--- config.mk ---
export PLATFORM = sky130hd
export DESIGN_NAME = nad_isqrt
export DESIGN_NICKNAME = d
export VERILOG_FILES = /design/src/nad_pkg.sv /design/src/nad_isqrt.sv
export SDC_FILE = /design/constraint.sdc
export NUM_CORES = 1
export LEC_CHECK = 0
export ABC_CLOCK_PERIOD_IN_PS = 16110
export BUFFER_PORTS_ARGS = -buffer_cell sky130_fd_sc_hd__buf_4
export CORE_MARGIN = 2
export CORE_UTILIZATION = 43
export DETAILED_ROUTE_END_ITERATION = 6
export SYNTH_ARGS = -nofsm -noshare
export SYNTH_HDL_FRONTEND = slang
export SYNTH_SLANG_ARGS = --single-unit
--- constraint.sdc ---
create_clock -name clock -period 16.11 [get_ports clock]
set_input_delay 1.611 -clock clock [delete_from_list [all_inputs] [get_ports clock]]
set_output_delay 1.611 -clock clock [all_outputs]
set_load 0.05 [all_outputs]
--- src/nad_pkg.sv ---
// ---------------------------------------------------------------------------
// nad_pkg: shared definitions for the nearest anchor distance block
// Widths, register indexes and reset values, the anchor angle table, and
// small arithmetic helpers.
// ---------------------------------------------------------------------------
`default_nettype none

package nad_pkg;

   // anchor set
   localparam int TOTAL_ANCHORS = 21;
   localparam int ANCHOR_COUNT  = 21;
   localparam int USED_ANCHORS  = (ANCHOR_COUNT < 1) ? 1 :
                                  ((ANCHOR_COUNT > TOTAL_ANCHORS) ? TOTAL_ANCHORS : ANCHOR_COUNT);

   // field widths
   localparam int POS_W      = 17;
   localparam int RADIUS_W   = 16;
   localparam int CAP_W      = 17;
   localparam int DIST_W     = 18;
   localparam int TRIG_W     = 16;
   localparam int FRAC_BITS  = 15;
   localparam int ROUND_BIAS = 16384;

   // datapath widths
   localparam int COORD_W = 18;           // scaled anchor coordinate
   localparam int DIFF_W  = POS_W + 1;    // query minus anchor
   localparam int SQ_W    = 34;           // one squared difference
   localparam int SUM_W   = 36;           // squared distance
   localparam int ROOT_W  = SUM_W / 2;

   // square root pipeline
   localparam int SQRT_STEPS  = 3;        // result bits per stage
   localparam int SQRT_STAGES = ROOT_W / SQRT_STEPS;

   // register port
   localparam int CSR_INDEX_W = 8;
   localparam int CSR_DATA_W  = 17;

   localparam logic [CSR_INDEX_W-1:0] CSR_INNER_RADIUS  = CSR_INDEX_W'(0);
   localparam logic [CSR_INDEX_W-1:0] CSR_MIDDLE_RADIUS = CSR_INDEX_W'(1);
   localparam logic [CSR_INDEX_W-1:0] CSR_OUTER_RADIUS  = CSR_INDEX_W'(2);
   localparam logic [CSR_INDEX_W-1:0] CSR_CAP_HEIGHT    = CSR_INDEX_W'(3);

   localparam logic [RADIUS_W-1:0]     INNER_RADIUS_RESET  = RADIUS_W'(12800);
   localparam logic [RADIUS_W-1:0]     MIDDLE_RADIUS_RESET = RADIUS_W'(28960);
   localparam logic [RADIUS_W-1:0]     OUTER_RADIUS_RESET  = RADIUS_W'(44800);
   localparam logic signed [CAP_W-1:0] CAP_HEIGHT_RESET    = 17'sd53792;

   typedef enum logic [1:0] {
      RING_INNER,
      RING_MIDDLE,
      RING_OUTER
   } ring_type;

   typedef struct packed {
      ring_type                  ring;
      logic signed [TRIG_W-1:0]  cq;
      logic signed [TRIG_W-1:0]  sq;
   } anchor_type;

   // Q1.15 cosine / sine; inner, then middle, then outer, increasing angle
   localparam anchor_type ANCHOR_TAB [TOTAL_ANCHORS] = '{
      '{RING_INNER,   16'sd23170,  16'sd23170},
      '{RING_INNER,  -16'sd31652,  16'sd8481},
      '{RING_INNER,   16'sd8481,  -16'sd31652},
      '{RING_MIDDLE,  16'sd31652,  16'sd8481},
      '{RING_MIDDLE,  16'sd8481,   16'sd31652},
      '{RING_MIDDLE, -16'sd23170,  16'sd23170},
      '{RING_MIDDLE, -16'sd31652, -16'sd8481},
      '{RING_MIDDLE, -16'sd8481,  -16'sd31652},
      '{RING_MIDDLE,  16'sd23170, -16'sd23170},
      '{RING_OUTER,   16'sd32767,  16'sd0},
      '{RING_OUTER,   16'sd28378,  16'sd16384},
      '{RING_OUTER,   16'sd16384,  16'sd28378},
      '{RING_OUTER,   16'sd0,      16'sd32767},
      '{RING_OUTER,  -16'sd16384,  16'sd28378},
      '{RING_OUTER,  -16'sd28378,  16'sd16384},
      '{RING_OUTER,   16'sh8000,   16'sd0},
      '{RING_OUTER,  -16'sd28378, -16'sd16384},
      '{RING_OUTER,  -16'sd16384, -16'sd28378},
      '{RING_OUTER,   16'sd0,      16'sh8000},
      '{RING_OUTER,   16'sd16384, -16'sd28378},
      '{RING_OUTER,   16'sd28378, -16'sd16384}
   };

   // radius * Q1.15 factor, rounded half up (arithmetic shift is a floor)
   function automatic logic signed [COORD_W-1:0] scale_coord(
      input logic [RADIUS_W-1:0]     radius,
      input logic signed [TRIG_W-1:0] q
   );
      logic signed [RADIUS_W+TRIG_W:0] prod;
      prod = $signed({1'b0, radius}) * q + (RADIUS_W+TRIG_W+1)'(ROUND_BIAS);
      return prod[FRAC_BITS +: COORD_W];
   endfunction

   function automatic logic [SUM_W-1:0] min_d2(
      input logic [SUM_W-1:0] a,
      input logic [SUM_W-1:0] b
   );
      return (b < a) ? b : a;
   endfunction

endpackage

`default_nettype wire

--- src/nad_isqrt.sv ---
// ---------------------------------------------------------------------------
// nad_isqrt: pipelined floor integer square root
// Restoring digit recurrence, SQRT_STEPS root bits per register stage.
// One word in per cycle.
// ---------------------------------------------------------------------------
`default_nettype none

module nad_isqrt (
   input  logic                        clock,
   input  logic                        reset,
   input  logic                        in_valid,
   input  logic [nad_pkg::SUM_W-1:0]   in_radicand,
   output logic                        out_valid,
   output logic [nad_pkg::ROOT_W-1:0]  out_root
);
   import nad_pkg::*;

   localparam int REM_W = ROOT_W + 3;

   typedef struct packed {
      logic [SUM_W-1:0]  rad;    // radicand bits not yet consumed, MSB first
      logic [REM_W-1:0]  rem;
      logic [ROOT_W-1:0] root;
   } sqrt_state_type;

   function automatic sqrt_state_type sqrt_step(input sqrt_state_type s);
      sqrt_state_type   n;
      logic [REM_W-1:0] r2;
      logic [REM_W-1:0] trial;
      r2    = {s.rem[REM_W-3:0], s.rad[SUM_W-1 -: 2]};
      trial = REM_W'({s.root, 2'b01});
      n.rad = {s.rad[SUM_W-3:0], 2'b00};
      if (r2 >= trial) begin
         n.rem  = r2 - trial;
         n.root = {s.root[ROOT_W-2:0], 1'b1};
      end else begin
         n.rem  = r2;
         n.root = {s.root[ROOT_W-2:0], 1'b0};
      end
      return n;
   endfunction

   sqrt_state_type state_ff [SQRT_STAGES];
   sqrt_state_type state_in [SQRT_STAGES];
   logic           valid_ff [SQRT_STAGES];

   for (genvar s = 0; s < SQRT_STAGES; s++) begin : g_stage
      always_comb begin
         sqrt_state_type cur;
         if (s == 0) begin
            cur.rad  = in_radicand;
            cur.rem  = '0;
            cur.root = '0;
         end else begin
            cur = state_ff[(s == 0) ? 0 : s-1];
         end
         for (int k = 0; k < SQRT_STEPS; k++) begin
            cur = sqrt_step(cur);
         end
         state_in[s] = cur;
      end

      always_ff @(posedge clock) begin
         state_ff[s] <= state_in[s];
         if (reset) begin
            valid_ff[s] <= 1'b0;
         end else begin
            valid_ff[s] <= (s == 0) ? in_valid : valid_ff[(s == 0) ? 0 : s-1];
         end
      end
   end

   assign out_valid = valid_ff[SQRT_STAGES-1];
   assign out_root  = state_ff[SQRT_STAGES-1].root;

   // floor root: remainder never exceeds twice the root
   a_rem_bound: assert property (@(posedge clock) disable iff (reset)
      out_valid |-> (state_ff[SQRT_STAGES-1].rem <= REM_W'({out_root, 1'b0})))
      else $error("isqrt remainder out of bound");

   a_latency: assert property (@(posedge clock) disable iff (reset)
      out_valid |-> $past(in_valid, SQRT_STAGES))
      else $error("isqrt word without matching input");

endmodule

`default_nettype wire

==> impl_metrics.tcl <==
set metrics [dict create \
    worstHoldStart "state_ff[0][40]" \
    r2r-end "state_ff[3][25]" \
    yosys.cell_count.top_type "dfxtp_1" \
    r2r-start "state_ff[2][2]" \
    avgRoutedWirePerCell_um 18.2 \
    min_path_cells 0 \
    hold_class "register to register" \
    ys.flop_type "dfxtp_1" \
    antenna_found_initial 0 \
    cts_hold_buf 0 \
    core_area_um2 41900 \
    end_kind "register" \
    grt_max_degree 30 \
    synth.distinct_cells 84 \
    synth_common_cells "254 x dfxtp_1, 194 x nand2_1, 188 x ha_1" \
    rrSetupSlack_ns 6.67 \
    clock_latency_ns 0.59 \
    finalCriticalPeriod_ns 9.44 \
    cts_max_level 1 \
    leakagePower_nw 9.40 \
    slew_violations 0 \
    grt_pass1_wl_um 83000 \
    drive_gt1_frac 0.0817 \
    drcViolationCount 0 \
    fillCellCount 4097 \
    path_buf_inv 5 \
    layout.nets 2530 \
    place_hpwl_um 42000 \
    port_buffers 57 \
    clock_skew_ns 0.0138 \
    synth_warnings 0 \
    drtPass1Iterations 5 \
    cts_setup_buffers 0 \
    diodes 0 \
    p_total_w 0.00311 \
    crit_family "simple AND/OR/NAND/NOR gates" \
    crit_type "register to register" \
    wl_um 52200 \
    cp.arrival_ns 9.91 \
    yosysTopAreaCell "dfxtp_1" \
    status "complete, no violations" \
    setup_viol 0 \
    path_clk_slew_ns 0.06 \
    regArea_um2 5080 \
    synth_top_area_frac 0.278 \
    grt_usage 0.232 \
    via_per_inst 5.82 \
    synth_area_per_cell_um2 8.12 \
    synthesis.area_um2 18300 \
    ys_ff_latch 254 \
    num_rows 75 \
    cts_buffer_depth 3 \
    cp_slowest_cell "and4b_1" \
    pwr_density_cell_nw_per_um2 153 \
    cts_resized 0 \
    cpPeakStageDelay_ns 0.78 \
    reg2reg_depth 30 \
    synthToLayoutAreaGrowth_pct 11.6 \
    synth.area.top_cells "dfxtp_1 28%, ha_1 13%, xnor2_1 5.8%" \
    min_to "state_ff[1][46]" \
    synthArstFlopShare 0 \
    grt.overflow.total 0 \
    cts_sinks 254 \
    fin_crit_sh 0.586 \
    finalSetupTns_ns 0 \
    dieArea_um2 44100 \
    numCtsBuffers 31 \
    rsz0062_at_grt "false" \
    synth-edff-count 0 \
    ys_seq_area_frac 0.278 \
    drv_cap 0 \
    cts_tree "done" \
    die_y_um 210 \
    critPathLaunchType "register" \
    synth_cells 2250 \
    root_buffer "clkbuf_16" \
    gp_routability_congestion 0.957 \
    crit_path_frequent_cell "inv_1" \
    timing.slew.headroom 0.412 \
    worst_pin_slew_ns 0.875 \
    fmax_mhz 106 \
    ant_nets 0 \
    vdd_drop_max_mv 0.0854 \
    crit_fanout 25 \
    final-hold-violation-count 0 \
    first_iter_violations 1062 \
    worstPathRequired_ns 16.57 \
    initial_utilization 0.435 \
    vias 16666 \
    grt_pass1_vias 15693 \
    multi_input_comb_area_um2 12500 \
    pin_count 58 \
    chipWidth_um 210 \
]
-- registers in the layout, summed over array words and instances, names as in the netlist --
name,cells
valid_ff,6
state_ff,248
-- metal layers --
layer / track usage / routed length [um]
met1: 0.310 / 23900
met2: 0.382 / 23600
met3: 0.0381 / 2980
met4: 0.0770 / 1660
met5: 0 / 0
-- how the worst max path moves through the flow --
| stage | cells after the start | from | end | slack (ns) |
|---|---|---|---|---|
| global placement | 30 | state_ff[2][2] | state_ff[3][25] | 6.99 |
| CTS | 31 | state_ff[2][2] | state_ff[3][25] | 6.73 |
| global route | 30 | state_ff[2][2] | state_ff[3][25] | 5.69 |
| finish | 30 | state_ff[2][2] | state_ff[3][25] | 6.67 |
| detailed placement | 31 | state_ff[2][2] | state_ff[3][25] | 6.76 |
| floorplan | 37 | state_ff[2][5] | state_ff[3][21] | 8.00 |
-- report_power, final --
group	internal [W]	switching (W)	total (W)
registers	0.000742	0.0000871	0.000829
clock network	0.000469	0.000283	0.000752
logic	0.000615	0.000916	0.00153
-- layout make-up --
cell class	instances	area share
multi-input combinational	1818	0.614
sequential	254	0.249
inverter	132	0.0244
tap	539	0.0331
clock inverter	18	0.0133
clock buffer	39	0.0415
timing repair buffer	66	0.0243
-- layout by cell type, fill, tap and decap left out, types with 14 or more instances in the layout --
master     Yosys  layout
nor4_1        27      27
nand3_1       50      50
nor3_1        71      70
o21a_1        19      19
a31oi_1       29      29
o21bai_1      14      14
xnor2_1      121     121
nand2_1      194     194
nand2b_1      31      31
clkbuf_16      0      31
nand4_1       33      33
mux2i_1       14      14
or2_2         16      16
o31ai_1       26      26
o21ai_0      152     152
buf_4          0      66
or3_1         23      23
a21o_1        61      61
o211ai_1      17      17
a21oi_1      172     172
ha_1         188     188
inv_1        126     126
and2_1        14      14
nor2_1       167     167
xor2_1        82      82
nor2b_1       32      32
dfxtp_1      254     254
mux2_2        29      29
a211oi_1      18      18
and3_1        28      28
-- stage by stage --
step / util / instances / setup WS (ns) / hold WS [ns] / cell area, um2
after floorplan: - / 2252 / 8.00 / 0.310 / 18300
final: 0.486 / 2866 / 6.67 / 0.325 / 20400
after global routing: 0.486 / 2866 / 5.69 / 0.329 / 20400
after detailed placement: 0.459 / 2809 / 6.76 / 0.312 / 19300
after global placement: 0.459 / 2809 / 6.99 / 0.309 / 19300
after CTS: 0.486 / 2866 / 6.73 / 0.326 / 20400
-- kinds of logic (layout without fill, tap and decap cells) --
kind of cell | Yosys count | after routing | synth area share
flip-flops | 254 | 254 | 0.278
other | 1 | 3 | 0.000205
buffers and inverters | 180 | 255 | 0.0374
adder cells (fa/ha/maj) | 188 | 188 | 0.129
multiplexers | 46 | 46 | 0.0276
XOR/XNOR | 203 | 203 | 0.0973
AND/OR/NAND/NOR | 743 | 743 | 0.206
AO/OA/AOI/OAI | 635 | 635 | 0.225
No activity file was read; power rests on OpenSTA's default activity.
